**config.mk**
```make
export PLATFORM = sky130hd
export DESIGN_NAME = bsp_outreg
export DESIGN_NICKNAME = d
export VERILOG_FILES = /design/src/rtl/bitfield_stream_packer_top_defines.svh /design/src/rtl/bsp_pkg.sv /design/src/rtl/bsp_outreg.sv
export SDC_FILE = /design/constraint.sdc
export NUM_CORES = 1
export LEC_CHECK = 0
export ABC_AREA = 1
export BUFFER_PORTS_ARGS = -buffer_cell sky130_fd_sc_hd__buf_4
export CORE_ASPECT_RATIO = 0.7
export CORE_UTILIZATION = 40
export DETAILED_ROUTE_END_ITERATION = 16
export MAX_ROUTING_LAYER = met4
export PLACE_DENSITY_LB_ADDON = 0.25
export RECOVER_POWER = 100
export SYNTH_ARGS = -nofsm -noshare
export SYNTH_HDL_FRONTEND = slang
export SYNTH_SLANG_ARGS = --single-unit
```
**constraint.sdc**
```tcl
create_clock -name clk_i -period 4.25 [get_ports clk_i]
set_input_delay 0.2125 -clock clk_i [delete_from_list [all_inputs] [get_ports clk_i]]
set_output_delay 0.2125 -clock clk_i [all_outputs]
set_load 0.02 [all_outputs]
```
**src/rtl/bitfield_stream_packer_top_defines.svh**
```systemverilog
// assertion macros used by the packer rtl
`ifndef BITFIELD_STREAM_PACKER_TOP_DEFINES_SVH
`define BITFIELD_STREAM_PACKER_TOP_DEFINES_SVH

// property checked on every rising clock edge outside reset
`define BSP_ASSERT_AR(lbl, prop) \
  lbl: assert property (@(posedge clk_i) disable iff (!rst_ni) prop) \
    else $error("bsp assertion failed");

// consequent checked in the cycle after the antecedent
`define BSP_ASSERT_NEXT(lbl, ante, cons) \
  `BSP_ASSERT_AR(lbl, (ante) |=> (cons))

`endif

```
**src/rtl/bsp_pkg.sv**
```systemverilog
// shared constants and types of the bit field packer
package bsp_pkg;

  localparam int unsigned STORE_WORDS = 1024;
  localparam int unsigned WORD_W      = 32;
  localparam int unsigned STORE_BITS  = STORE_WORDS * WORD_W;
  localparam int unsigned ADDR_W      = (STORE_WORDS > 1) ? $clog2(STORE_WORDS) : 1;
  localparam int unsigned CNT_W       = 16;

  typedef enum logic [2:0] {
    CMD_APPEND = 3'd0,
    CMD_POKE   = 3'd1,
    CMD_TRUNC  = 3'd2,
    CMD_READ   = 3'd3,
    CMD_CLEAR  = 3'd4
  } cmd_e;

  typedef enum logic [1:0] {
    ST_OK       = 2'd0,
    ST_OVERFLOW = 2'd1,
    ST_REFUSED  = 2'd2
  } status_e;

  typedef struct packed {
    logic              en;
    logic              we;
    logic [ADDR_W-1:0] addr;
    logic [WORD_W-1:0] wdata;
  } mem_req_t;

  typedef struct packed {
    status_e           status;
    logic [CNT_W-1:0]  bit_count;
    logic [WORD_W-1:0] read_data;
    logic              error_sticky;
  } res_t;

endpackage

```
**src/rtl/bsp_outreg.sv**
```systemverilog
// result output register between sequencer and consumer
module bsp_outreg
  import bsp_pkg::*;
(
  input  logic              clk_i,
  input  logic              rst_ni,
  input  logic              res_valid_i,
  input  res_t              res_i,
  output logic              res_ready_o,
  output logic              out_valid_o,
  input  logic              out_ready_i,
  output logic [1:0]        status_o,
  output logic [CNT_W-1:0]  bit_count_o,
  output logic [WORD_W-1:0] read_data_o,
  output logic              error_sticky_o
);

  logic valid_q;
  res_t data_q;

  assign res_ready_o = !valid_q || out_ready_i;

  always_ff @(posedge clk_i or negedge rst_ni) begin
    if (!rst_ni) begin
      valid_q <= 1'b0;
    end else if (res_ready_o) begin
      valid_q <= res_valid_i;
    end
  end

  always_ff @(posedge clk_i) begin
    if (res_ready_o && res_valid_i) begin
      data_q <= res_i;
    end
  end

  assign out_valid_o    = valid_q;
  assign status_o       = data_q.status;
  assign bit_count_o    = data_q.bit_count;
  assign read_data_o    = data_q.read_data;
  assign error_sticky_o = data_q.error_sticky;

endmodule

```
==> impl_results.html <==
<table>
<tr><th>Metric</th><th>Value</th></tr>
<tr><th colspan="2">Run status</th></tr>
<tr><td>Result of the run</td><td>complete, no violations</td></tr>
<tr><th colspan="2">Power and ir drop</th></tr>
<tr><td>Gate power share</td><td>between 10% and 20%</td></tr>
<tr><td>Power consumption</td><td>between 0.9 and 1 mW</td></tr>
<tr><td>Fraction of power consumed by the clock network</td><td>26.4%</td></tr>
<tr><td>Power share of the sequential group</td><td>about 63%</td></tr>
<tr><td>Switching fraction of total power</td><td>between 20% and 30%</td></tr>
<tr><td>Net switching component of the power</td><td>approximately 0.21 mW</td></tr>
<tr><td>Leakage</td><td>0.8779 nW</td></tr>
<tr><td>Pwr Density</td><td>409.4 nW/um^2</td></tr>
<tr><td>Worst IR Drop VDD</td><td>between 0.0003 and 0.0004 V</td></tr>
<tr><td>Int Pwr</td><td>around 0.75 mW</td></tr>
<tr><th colspan="2">Synthesis</th></tr>
<tr><td>Flop and latch count out of synthesis</td><td>52</td></tr>
<tr><td>Number of unique standard cell types used by synthesis</td><td>5</td></tr>
<tr><td>Portion of synthesized cell area occupied by the leading cell type</td><td>97.14%</td></tr>
<tr><td>Mean Syn Cell Area</td><td>about 28 sq um</td></tr>
<tr><td>Post-synthesis cell count</td><td>57</td></tr>
<tr><td>Most common cell in the netlist</td><td>sky130_fd_sc_hd__edfxtp_1</td></tr>
<tr><td>Syn_nets</td><td>112</td></tr>
<tr><td>Primary flip-flop cell chosen by synthesis mapping</td><td>sky130_fd_sc_hd__edfxtp_1</td></tr>
<tr><td>Syn Std Cell Area</td><td>between 1500 and 2000 sq um</td></tr>
<tr><td>Library cell occupying the most area in the post-synthesis netlist</td><td>sky130_fd_sc_hd__edfxtp_1</td></tr>
<tr><td>Area contributors post-synth</td><td>sky130_fd_sc_hd__edfxtp_1, sky130_fd_sc_hd__dfrtp_1, sky130_fd_sc_hd__inv_1</td></tr>
<tr><td>Fraction of registers with async set/reset</td><td>roughly 1.9%</td></tr>
<tr><td>Ys Warns</td><td>0</td></tr>
<tr><td>Portion of the post-synthesis area used by sequential elements</td><td>around 99%</td></tr>
<tr><td>Count of flip-flops with a built-in enable after synthesis</td><td>51</td></tr>
<tr><td>Leading cell types by count after synthesis</td><td>sky130_fd_sc_hd__edfxtp_1, sky130_fd_sc_hd__inv_1, sky130_fd_sc_hd__nand2_1</td></tr>
<tr><th colspan="2">Detailed routing</th></tr>
<tr><td>Max layer used</td><td>met4</td></tr>
<tr><td>Detailed Route Iter0 Violations</td><td>25</td></tr>
<tr><td>Metal1 wirelength</td><td>~1200 um</td></tr>
<tr><td>Met2 wirelength from detailed routing</td><td>about 1300 um</td></tr>
<tr><td>Routed wire length</td><td>between 2000 and 3000 um</td></tr>
<tr><td>First-pass iteration count of the detailed router</td><td>2</td></tr>
<tr><td>Detailed-route wire length per cell</td><td>roughly 13 um</td></tr>
<tr><td>Via count</td><td>966</td></tr>
<tr><td>Routed vias/inst</td><td>around 4.3</td></tr>
<tr><td>Final ANT Viol Nets</td><td>0</td></tr>
<tr><td>DRC Markers</td><td>0</td></tr>
<tr><td>Amount of wire on met3 after detailed routing</td><td>385 um</td></tr>
<tr><th colspan="2">Floorplan</th></tr>
<tr><td>Core ar.</td><td>between 3000 and 4000 sq um</td></tr>
<tr><td>Initial core utilization</td><td>about 43%</td></tr>
<tr><td># rows</td><td>18</td></tr>
<tr><td>Top-Level Pins</td><td>108</td></tr>
<tr><td>Die X</td><td>about 77 um</td></tr>
<tr><td>Area of the die</td><td>4200 sq um</td></tr>
<tr><td>Die height</td><td>between 50 and 60 um</td></tr>
<tr><th colspan="2">STA</th></tr>
<tr><td>Worst max-slew margin expressed relative to the limit</td><td>13.93%</td></tr>
<tr><td>Final-layout setup total negative slack</td><td>0 ns</td></tr>
<tr><td>RSZ-0062 raised after global routing</td><td>false</td></tr>
<tr><td>Worst Setup Slack, final</td><td>1.733 ns</td></tr>
<tr><td>Final setup skew</td><td>0.005670 ns</td></tr>
<tr><td>Setup violations, final</td><td>0</td></tr>
<tr><td>Final critical delay including setup and external delays</td><td>approximately 2.5 ns</td></tr>
<tr><td>Period utilization</td><td>59.23%</td></tr>
<tr><td>Final hold slack</td><td>about 0.11 ns</td></tr>
<tr><td>Max-slew violation total from the final report</td><td>0</td></tr>
<tr><td>Worst Tran Pin Value</td><td>about 1.3 ns</td></tr>
<tr><td>Max frequency</td><td>just under 0.4 GHz</td></tr>
<tr><td>Count of endpoints failing hold in the final timing report</td><td>0</td></tr>
<tr><th colspan="2">Setup path</th></tr>
<tr><td>Startpoint type of the worst setup path</td><td>flop</td></tr>
<tr><td>Critical-path cell with the highest stage delay</td><td>sky130_fd_sc_hd__clkbuf_1</td></tr>
<tr><td>Required time of the critical path</td><td>~4.2 ns</td></tr>
<tr><td>Type of the worst setup path</td><td>reg -&gt; reg</td></tr>
<tr><td>Kind of capture point of the worst setup path</td><td>flop</td></tr>
<tr><td>Cell breakdown of the critical path</td><td>a21oi_4 &gt; clkbuf_1</td></tr>
<tr><td>Data arrival, critical path</td><td>around 2.4 ns</td></tr>
<tr><td>Max Fanout on Critical Path</td><td>26</td></tr>
<tr><td>Longest individual stage delay on the worst path</td><td>between 1 and 1.5 ns</td></tr>
<tr><th colspan="2">Global route</th></tr>
<tr><td>Pin count of the biggest net entering global routing</td><td>27</td></tr>
<tr><td>Global route total overflow</td><td>0</td></tr>
<tr><td>Total GRT Usage</td><td>14.37%</td></tr>
<tr><td>Initial antenna violation count</td><td>0</td></tr>
<tr><td>Vias in the first global route</td><td>approximately 890</td></tr>
<tr><td>Wire length of the first global-routing pass</td><td>3864 um</td></tr>
<tr><th colspan="2">Place</th></tr>
<tr><td>Placer's final routability congestion estimate</td><td>about 0.70</td></tr>
<tr><td>Count of input and output buffers</td><td>107</td></tr>
<tr><td>Cell area after placement</td><td>2461 sq um</td></tr>
<tr><td>Worst-case setup slack after placement</td><td>~2.4 ns</td></tr>
<tr><td>Cell total after placement</td><td>215</td></tr>
<tr><th colspan="2">Clock tree</th></tr>
<tr><td>CTS tree</td><td>done</td></tr>
<tr><td>Maximum number of buffers from clock root to sink</td><td>2</td></tr>
<tr><td>Worst skew pair latency</td><td>a little under 0.3 ns</td></tr>
<tr><td>Total CTS buffers</td><td>5</td></tr>
<tr><td>Clk pin slew, worst setup/hold paths</td><td>about 0.09 ns</td></tr>
<tr><td>Number of buffers inserted for hold repair after clock tree synthesis</td><td>1</td></tr>
<tr><td>H-tree level count</td><td>2</td></tr>
<tr><td># resized after CTS</td><td>0</td></tr>
<tr><td>Number of sinks driven by the clock tree</td><td>52</td></tr>
<tr><td>Master cell of the clock root buffer</td><td>sky130_fd_sc_hd__clkbuf_8</td></tr>
<tr><td>Post-CTS Setup Repair Bufs</td><td>0</td></tr>
<tr><th colspan="2">Flow run</th></tr>
<tr><td>Reported max-cap violation count</td><td>0</td></tr>
<tr><th colspan="2">Final layout</th></tr>
<tr><td>Final instance count without filler cells</td><td>~220</td></tr>
<tr><td>Total number of nets in the final design</td><td>228</td></tr>
<tr><td>Layout area overhead</td><td>49.13%</td></tr>
<tr><td>Post-route design area</td><td>~2400 sq um</td></tr>
<tr><td>Filler cell count</td><td>291</td></tr>
<tr><td>Inserted Diodes</td><td>0</td></tr>
<tr><td>Fraction of final layout cells with drive strength greater than 1</td><td>a little over a third</td></tr>
<tr><td>Final standard cell utilization of the core</td><td>64.44%</td></tr>
<tr><th colspan="2">Worst hold path</th></tr>
<tr><td>Classification of the worst-slack hold path</td><td>in -&gt; reg</td></tr>
</table>
[routing by layer]
layer / up-vias / global-route usage [%]
met4: 0 / 11.32
met5: - / -
met2: 75 / 22.62
li1: 454 / -
met1: 428 / 14.19
met3: 9 / 7.000
[critical path, delay by kind of cell (launching register included)]
family	cells	cell delay [ns]
AO/OA/AOI/OAI	1	0.68
flip-flops	1	0.43
buffers and inverters	1	1.01
[cell type report]
cell class                 instances  area, sq um  share of cell area, %
sequential                        52         1556                  66.21
clock inverter                     3        13.76                 0.5854
inverter                           2        7.507                 0.3193
timing repair buffer             109        618.1                  26.29
tap                               50        62.56                  2.661
multi-input combinational          3        23.77                  1.011
clock buffer                       5        68.82                  2.927
[power by group through the flow]
stage / clock [mW] / combinational, mW / sequential [mW]
detailed placement: 0 / 0.130 / 0.616
finish: 0.254 / 0.104 / 0.604
CTS: 0.267 / 0.131 / 0.605
floorplan: 0 / 0.0110 / 0.654
global route: 0.283 / 0.112 / 0.607
global placement: 0 / 0.127 / 0.615
[registers in the layout, indices dropped and copies added, names as in the netlist]
| name | count |
|---|---|
| read_data_o | 32 |
| bit_count_o | 16 |
| status_o | 2 |
| out_valid_o | 1 |
| error_sticky_o | 1 |
[placed cells by master, fill, tap and decap left out, drive strengths merged]
| master | netlist | routed |
|---|---|---|
| buf | 0 | 2 |
| nand2 | 2 | 2 |
| inv | 2 | 2 |
| dfrtp | 1 | 1 |
| a21oi | 1 | 1 |
| clkbuf | 0 | 111 |
| edfxtp | 51 | 51 |
| dlygate4sd3 | 0 | 1 |
| clkinv | 0 | 3 |
[final timing paths]
check / start / to / slack (ns) / depth (start not counted)
worst max-delay path: out_valid_o / read_data_o[21] / 1.73 / 2
worst min-delay path: res_i[50] / status_o[1] / 0.11 / 1
worst max register to register: out_valid_o / read_data_o[21] / 1.73 / 2
worst min register to register: out_valid_o / out_valid_o / 0.60 / 2
max in group asynchronous: rst_ni / out_valid_o / 3.92 / 2
min in group asynchronous: rst_ni / out_valid_o / 0.24 / 2
[cell families after synthesis]
family	synth area share [%]
buffers and inverters	0.4764
AOI/OAI and AO/OA	0.3172
and+or+nand+nor	0.4764
DFF	98.73
Power figures use the tool's default switching activity.
