File: src/rtl/bitfield_stream_packer_top_defines.svh
// assertion macros used by the packer rtl
`ifndef BITFIELD_STREAM_PACKER_TOP_DEFINES_SVH
`define BITFIELD_STREAM_PACKER_TOP_DEFINES_SVH

// property checked on every rising clock edge outside reset
`define BSP_ASSERT_AR(lbl, prop) \
  lbl: assert property (@(posedge clk_i) disable iff (!rst_ni) prop) \
    else $error("bsp assertion failed");

// consequent checked in the cycle after the antecedent
`define BSP_ASSERT_NEXT(lbl, ante, cons) \
  `BSP_ASSERT_AR(lbl, (ante) |=> (cons))

`endif

File: src/rtl/bsp_pkg.sv
// shared constants and types of the bit field packer
package bsp_pkg;

  localparam int unsigned STORE_WORDS = 1024;
  localparam int unsigned WORD_W      = 32;
  localparam int unsigned STORE_BITS  = STORE_WORDS * WORD_W;
  localparam int unsigned ADDR_W      = (STORE_WORDS > 1) ? $clog2(STORE_WORDS) : 1;
  localparam int unsigned CNT_W       = 16;

  typedef enum logic [2:0] {
    CMD_APPEND = 3'd0,
    CMD_POKE   = 3'd1,
    CMD_TRUNC  = 3'd2,
    CMD_READ   = 3'd3,
    CMD_CLEAR  = 3'd4
  } cmd_e;

  typedef enum logic [1:0] {
    ST_OK       = 2'd0,
    ST_OVERFLOW = 2'd1,
    ST_REFUSED  = 2'd2
  } status_e;

  typedef struct packed {
    logic              en;
    logic              we;
    logic [ADDR_W-1:0] addr;
    logic [WORD_W-1:0] wdata;
  } mem_req_t;

  typedef struct packed {
    status_e           status;
    logic [CNT_W-1:0]  bit_count;
    logic [WORD_W-1:0] read_data;
    logic              error_sticky;
  } res_t;

endpackage

File: src/rtl/bsp_ctrl.sv
// request decode, bit count state and read-modify-write sequencer
`include "bitfield_stream_packer_top_defines.svh"

module bsp_ctrl
  import bsp_pkg::*;
(
  input  logic              clk_i,
  input  logic              rst_ni,
  input  logic              cfg_wen_i,
  input  logic [CNT_W-1:0]  cfg_wdata_i,
  input  logic              in_valid_i,
  output logic              in_ready_o,
  input  logic [2:0]        cmd_i,
  input  logic [31:0]       field_value_i,
  input  logic [5:0]        field_length_i,
  input  logic [15:0]       bit_position_i,
  input  logic [9:0]        word_index_i,
  output mem_req_t          mem_req_o,
  input  logic [WORD_W-1:0] mem_rdata_i,
  output logic              res_valid_o,
  output res_t              res_o,
  input  logic              res_ready_i
);

  typedef enum logic [5:0] {
    S_IDLE = 6'b000001,
    S_MRG0 = 6'b000010,
    S_RD1  = 6'b000100,
    S_MRG1 = 6'b001000,
    S_RDW  = 6'b010000,
    S_DONE = 6'b100000
  } state_e;

  state_e           state_q, state_d;
  logic [CNT_W-1:0] wb_q, wb_d;
  logic             ovf_q, ovf_d;
  logic [CNT_W-1:0] cap_q;

  logic [10:0]      idx_q;
  logic [63:0]      mask_q;
  logic [63:0]      data_q;
  res_t             res_q;

  logic             acc;
  logic [5:0]       len_sat;
  logic [16:0]      usable;
  logic [16:0]      app_end;
  logic [16:0]      poke_end;
  status_e          acc_status;
  logic             do_wr;
  logic             do_rd;
  logic [15:0]      wr_pos;
  logic [63:0]      acc_ones;
  logic [63:0]      acc_mask;
  logic [63:0]      acc_data;
  res_t             acc_res;

  logic [11:0]      idx1;
  logic             idx0_ok;
  logic             idx1_ok;
  logic             fin;
  res_t             fin_res;

  assign acc        = (state_q == S_IDLE) && in_valid_i;
  assign in_ready_o = (state_q == S_IDLE);

  // request decode against the current count
  always_comb begin
    len_sat    = (field_length_i > 6'd32) ? 6'd32 : field_length_i;
    usable     = (32'(cap_q) > STORE_BITS) ? 17'(STORE_BITS) : {1'b0, cap_q};
    app_end    = {1'b0, wb_q} + 17'(len_sat);
    poke_end   = {1'b0, bit_position_i} + 17'(len_sat);
    acc_status = ST_OK;
    wb_d       = wb_q;
    ovf_d      = ovf_q;
    do_wr      = 1'b0;
    do_rd      = 1'b0;
    wr_pos     = wb_q;
    case (cmd_e'(cmd_i))
      CMD_APPEND: begin
        if (app_end > usable) begin
          acc_status = ST_OVERFLOW;
          ovf_d      = 1'b1;
        end else begin
          wb_d  = app_end[CNT_W-1:0];
          do_wr = (len_sat != 6'd0);
        end
      end
      CMD_POKE: begin
        wr_pos = bit_position_i;
        if ((poke_end > {1'b0, wb_q}) || (poke_end > usable)) begin
          acc_status = ST_OVERFLOW;
          ovf_d      = 1'b1;
        end else begin
          do_wr = (len_sat != 6'd0);
        end
      end
      CMD_TRUNC: begin
        if (bit_position_i > wb_q) begin
          acc_status = ST_REFUSED;
        end else begin
          wb_d = bit_position_i;
        end
      end
      CMD_READ: begin
        do_rd = (32'(word_index_i) < STORE_WORDS);
      end
      CMD_CLEAR: begin
        ovf_d = 1'b0;
      end
      default: begin
      end
    endcase
    acc_ones = (64'd1 << len_sat) - 64'd1;
    acc_mask = acc_ones << wr_pos[4:0];
    acc_data = (64'(field_value_i) << wr_pos[4:0]) & acc_mask;
    acc_res  = '{status: acc_status, bit_count: wb_d, read_data: '0, error_sticky: ovf_d};
  end

  assign idx1    = 12'(idx_q) + 12'd1;
  assign idx0_ok = (32'(idx_q) < STORE_WORDS);
  assign idx1_ok = (32'(idx1) < STORE_WORDS);

  // sequencer: read word, merge and write back, then the spill word; or a word read, or a direct result
  always_comb begin
    state_d   = state_q;
    fin       = 1'b0;
    fin_res   = res_q;
    mem_req_o = '0;
    case (state_q)
      S_IDLE: begin
        if (in_valid_i) begin
          if (do_wr) begin
            mem_req_o.en   = (32'(wr_pos[15:5]) < STORE_WORDS);
            mem_req_o.addr = ADDR_W'(32'(wr_pos[15:5]));
            state_d        = S_MRG0;
          end else if (do_rd) begin
            mem_req_o.en   = 1'b1;
            mem_req_o.addr = ADDR_W'(32'(word_index_i));
            state_d        = S_RDW;
          end else begin
            fin     = 1'b1;
            fin_res = acc_res;
            state_d = res_ready_i ? S_IDLE : S_DONE;
          end
        end
      end
      S_MRG0: begin
        mem_req_o.en    = idx0_ok;
        mem_req_o.we    = 1'b1;
        mem_req_o.addr  = ADDR_W'(32'(idx_q));
        mem_req_o.wdata = (mem_rdata_i & ~mask_q[31:0]) | data_q[31:0];
        if (|mask_q[63:32]) begin
          state_d = S_RD1;
        end else begin
          fin     = 1'b1;
          state_d = res_ready_i ? S_IDLE : S_DONE;
        end
      end
      S_RD1: begin
        mem_req_o.en   = idx1_ok;
        mem_req_o.addr = ADDR_W'(32'(idx1));
        state_d        = S_MRG1;
      end
      S_MRG1: begin
        mem_req_o.en    = idx1_ok;
        mem_req_o.we    = 1'b1;
        mem_req_o.addr  = ADDR_W'(32'(idx1));
        mem_req_o.wdata = (mem_rdata_i & ~mask_q[63:32]) | data_q[63:32];
        fin             = 1'b1;
        state_d         = res_ready_i ? S_IDLE : S_DONE;
      end
      S_RDW: begin
        fin               = 1'b1;
        fin_res.read_data = mem_rdata_i;
        state_d           = res_ready_i ? S_IDLE : S_DONE;
      end
      S_DONE: begin
        fin     = 1'b1;
        state_d = res_ready_i ? S_IDLE : S_DONE;
      end
      default: begin
        state_d = S_IDLE;
      end
    endcase
  end

  assign res_valid_o = fin;
  assign res_o       = fin_res;

  always_ff @(posedge clk_i or negedge rst_ni) begin
    if (!rst_ni) begin
      state_q <= S_IDLE;
      wb_q    <= '0;
      ovf_q   <= 1'b0;
      cap_q   <= CNT_W'(32768);
    end else begin
      state_q <= state_d;
      if (acc) begin
        wb_q  <= wb_d;
        ovf_q <= ovf_d;
      end
      if (cfg_wen_i) begin
        cap_q <= cfg_wdata_i;
      end
    end
  end

  always_ff @(posedge clk_i) begin
    if (acc) begin
      idx_q  <= wr_pos[15:5];
      mask_q <= acc_mask;
      data_q <= acc_data;
      res_q  <= acc_res;
    end else if (fin && !res_ready_i) begin
      res_q <= fin_res;
    end
  end

  `BSP_ASSERT_AR(a_state_onehot, $onehot(state_q))
  `BSP_ASSERT_AR(a_write_in_merge,
                 (mem_req_o.en && mem_req_o.we) |-> (state_q == S_MRG0 || state_q == S_MRG1))
  `BSP_ASSERT_NEXT(a_count_holds, !acc, wb_q == $past(wb_q))
  `BSP_ASSERT_NEXT(a_fin_to_idle, fin && res_ready_i, state_q == S_IDLE)
  `BSP_ASSERT_NEXT(a_stall_holds, fin && !res_ready_i, state_q == S_DONE)

endmodule

File: config.mk
export PLATFORM = sky130hd
export DESIGN_NAME = bsp_ctrl
export DESIGN_NICKNAME = d
export VERILOG_FILES = /design/src/rtl/bsp_pkg.sv /design/src/rtl/bsp_ctrl.sv
export VERILOG_INCLUDE_DIRS = /design/src /design/src/rtl
export SDC_FILE = /design/constraint.sdc
export NUM_CORES = 1
export LEC_CHECK = 0
export BUFFER_PORTS_ARGS = -buffer_cell sky130_fd_sc_hd__buf_4
export CORE_MARGIN = 2
export CORE_UTILIZATION = 47
export CTS_CLUSTER_DIAMETER = 150
export DETAILED_ROUTE_END_ITERATION = 10
export GPL_ROUTABILITY_DRIVEN = 1
export PLACE_DENSITY = 0.67
export SYNTH_ARGS = -nofsm -noshare
export SYNTH_HDL_FRONTEND = slang
export SYNTH_SLANG_ARGS = --single-unit
File: constraint.sdc
create_clock -name clk_i -period 12.49 [get_ports clk_i]
set_clock_uncertainty 0.15 [all_clocks]
set_input_delay 0.6245 -clock clk_i [delete_from_list [all_inputs] [get_ports clk_i]]
set_output_delay 0.6245 -clock clk_i [all_outputs]
set_load 0.02 [all_outputs]
==> results.py <==
metrics = {
    "place": {
        "port_buffers": 216,
        "place.gp.congestion": 0.979,
        "hpwlAfterDp_um": 49300,
    },
    "timing": {
        "tightest_slew_ns": 1.25,
        "finalCriticalPeriod_ns": 7.19,
        "setup_tns_ns": 0,
        "finalHoldViolCount": 0,
        "clock.fmax_mhz": 139,
        "slew_headroom_pct": 16.7,
        "setup_viol": 0,
        "rsz0062_at_grt": "no",
        "period_share_pct": 57.5,
        "maxSlewViolCount": 0,
    },
    "worst_setup_path": {
        "path_delay_family": "compound AO/OA/AOI/OAI gates",
        "reg2reg_slack_ns": 6.82,
        "timing.critical_path.cells": "buf_4 -> nor2b_1 -> ha_1 -> a21o_1 -> a21oi_1 -> o21bai_1 -> a21oi_1 -> nor2b_1 -> o21a_1 -> and3_1 -> xor2_1 -> ha_1 -> nand2_1 -> or4_1 -> o22ai_1 -> a31oi_1 -> a211oi_1 -> a221oi_4 -> nand2_2 -> mux2_2 -> buf_4",
        "cp_max_fo": 30,
        "worstPathArrival_ns": 6.41,
        "slowest_delay_ns": 0.86,
        "critical_path_class": "in -> out",
        "r2r-end": "res_q[33]$_DFFE_PP_",
        "cp-end-kind": "output port",
        "r2r-start": "wb_q[0]$_DFFE_PN0P_",
        "cp-start-kind": "primary input",
        "worst-path-buf-inv": 2,
        "reg2reg_depth": 16,
        "required_ns": 11.72,
        "cpMaxStageDelayCell": "a211oi_1",
    },
    "job": {
        "maxCapViolCount": 0,
    },
    "logic_synthesis": {
        "syn-cell-area_um2": 18200,
        "yosysSeqAreaShare_pct": 34.7,
        "synth_top_family_by_area": "compound AO/OA/AOI/OAI gates",
        "synth-compound-area-share_pct": 26.7,
        "synth_nets": 2298,
        "synth_edf_count": 157,
        "syn_inst": 2098,
        "ys_types": 94,
        "synth-seq-cells": 228,
        "yosys.area_share.adder_pct": 5.57,
        "syn_area_per_cell_um2": 8.69,
        "ys.flop_type": "edfxtp_1",
        "async_flop_share_pct": 17.1,
        "synth_xor_area_share_pct": 1.49,
        "ys_warn_count": 0,
        "yosys.area_share.simple_pct": 15.7,
        "synth.area.mux_share_pct": 9.89,
    },
    "power": {
        "p_leak_nw": 8.44,
        "peakVddDrop_v": 0.000144,
        "cellPowerDensity_nw_per_um2": 216,
        "p_total_mw": 4.54,
    },
    "route": {
        "dr.pass1.iters": 6,
        "drc": 0,
        "avgRoutedWirePerCell_um": 23.8,
        "finalWirelength_um": 65600,
        "dr.first_iter.drc_count": 2147,
        "ant_nets": 0,
        "vias_per_cell": 6.42,
        "vias": 17686,
    },
    "run_status": {
        "outcome": "finished, final reports clean",
    },
    "grt": {
        "grt_pass1_wl_um": 99100,
        "grt.total_usage_pct": 31.4,
        "gr-total-overflow": 0,
        "grt_max_degree": 86,
        "antenna_found_initial": 1,
        "grt_pass1_vias": 16388,
    },
    "cells_and_area": {
        "syn_to_final_growth_pct": 15.0,
        "nFillCells": 3540,
        "num-nets-final": 2416,
        "drive_gt1_share_pct": 17.9,
    },
    "floorplan": {
        "io_pins": 217,
        "die_area_um2": 40400,
        "core-area_um2": 38500,
        "die_y_um": 201,
        "die_w_um": 201,
        "num_rows": 72,
        "start_util_pct": 47.4,
    },
    "min_path": {
        "whs_endpoint": "state_q[5]$_DFFE_PN0P_",
        "min_from": "res_ready_i",
        "hold_depth": 2,
        "hp-class": "in -> reg",
    },
    "clocking": {
        "clock_latency_ns": 0.57,
        "cts_tree": "built",
        "cts.sinks": 228,
        "root_buffer": "clkbuf_16",
        "clk_pin_slew_ns": 0.06,
        "numCtsBuffers": 26,
        "clockBufferDepth": 3,
        "cts_max_level": 1,
    },
}
-- cell families (layout without fill, tap and decap cells) --
group / after synthesis / after routing
AOI/OAI and AO/OA: 733 / 733
and+or+nand+nor: 598 / 598
buffers and inverters: 262 / 400
DFF: 228 / 228
muxes: 166 / 166
adders and majority gates: 80 / 80
xor gates and xnor gates: 31 / 31
other: 0 / 1
-- sequential cells by signal, indices dropped and copies added (netlist names) --
register and flops:
cap_q 16, data_q 63, idx_q 11, mask_q 64
ovf_q 1, res_q 51, state_q 6, wb_q 16
-- synthesized netlist by cell type (all sizes together) (36+ instances only) --
master	instances	area, µm²
a211oi	50	375
a21oi	177	890
a22o	49	429
buf	64	327
clkbuf	87	327
dfrtp	37	926
edfxtp	157	4710
ha	78	976
inv	110	413
mux2	63	709
mux2i	98	981
nand2	226	851
nand3	36	180
nor2	137	514
nor3	37	195
o21ai	149	749
o22ai	50	313
-- stage by stage --
step	utilization, %	hold slack (ns)	worst slack (ns)	area, µm²	cells
after floorplan	-	0.179	5.01	18200	2098
after global placement	52.3	0.294	5.48	20100	2705
after detailed placement	52.3	0.302	5.39	20100	2705
after CTS	54.5	0.0899	5.37	21000	2754
after global routing	54.5	0.111	4.99	21000	2754
final	54.5	0.115	5.30	21000	2755
-- cells in the final DEF (no fill, tap or decap), drive strengths merged, types with 13 or more instances in the layout --
cell type,n
o31ai,15
mux2i,98
a211oi,50
nand2,226
inv,116
edfxtp,157
clkbuf,35
a21o,30
xnor2,24
nand3,36
and3,19
and2,20
a31oi,18
ha,78
o21ai,149
nand4,20
nor3,37
o22ai,50
nor2,137
nor3b,14
a22o,49
buf,240
o211ai,34
nor2b,13
a221oi,15
or3,15
a21oi,177
o21a,19
dfxtp,32
mux2,63
a22oi,26
dfrtp,37
nor4,21
-- layout make-up --
| class | instances | area [µm²] | area share (%) |
|---|---|---|---|
| inverters | 111 | 422 | 2.01 |
| flip-flops and latches | 228 | 6330 | 30.2 |
| clock inverters | 13 | 129 | 0.614 |
| multi-input cells | 1608 | 10900 | 52.0 |
| well taps | 518 | 648 | 3.09 |
| diodes | 1 | 2.50 | 0.0119 |
| clock buffers | 35 | 723 | 3.45 |
| repair buffers | 241 | 1810 | 8.64 |
-- power breakdown --
group          internal, mW  switching, mW
combinational         0.838           1.63
clock                 0.434          0.336
sequential             1.17          0.134
total                  2.44           2.10
-- metal layers --
metal  vias to the layer above  GRT usage [%]  share of wire (%)
li1                       8161              -                  -
met1                      8482           46.3                 44
met2                       941           45.7                 42
met3                       102           7.47                 11
met4                         0           8.86                2.8
met5                         -              0                  0
-- worst max path at each step --
stage | from | to | slack (ns) | cells after the start
floorplan | state_q[5]$_DFFE_PN0P_ | res_o[39] | 5.01 | 8
global placement | field_length_i[1] | res_o[45] | 5.48 | 21
detailed placement | field_length_i[1] | res_o[40] | 5.39 | 21
CTS | field_length_i[1] | res_o[40] | 5.37 | 21
global route | field_length_i[1] | res_o[45] | 4.99 | 21
finish | field_length_i[1] | res_o[40] | 5.30 | 21
-- timing repair --
item	4_1_cts	5_1_grt
hold buffers	1	0
gates resized for setup	0	0
setup buffers	0	0
hold endpoints to repair	37	0
Power figures use the tool's default switching activity.
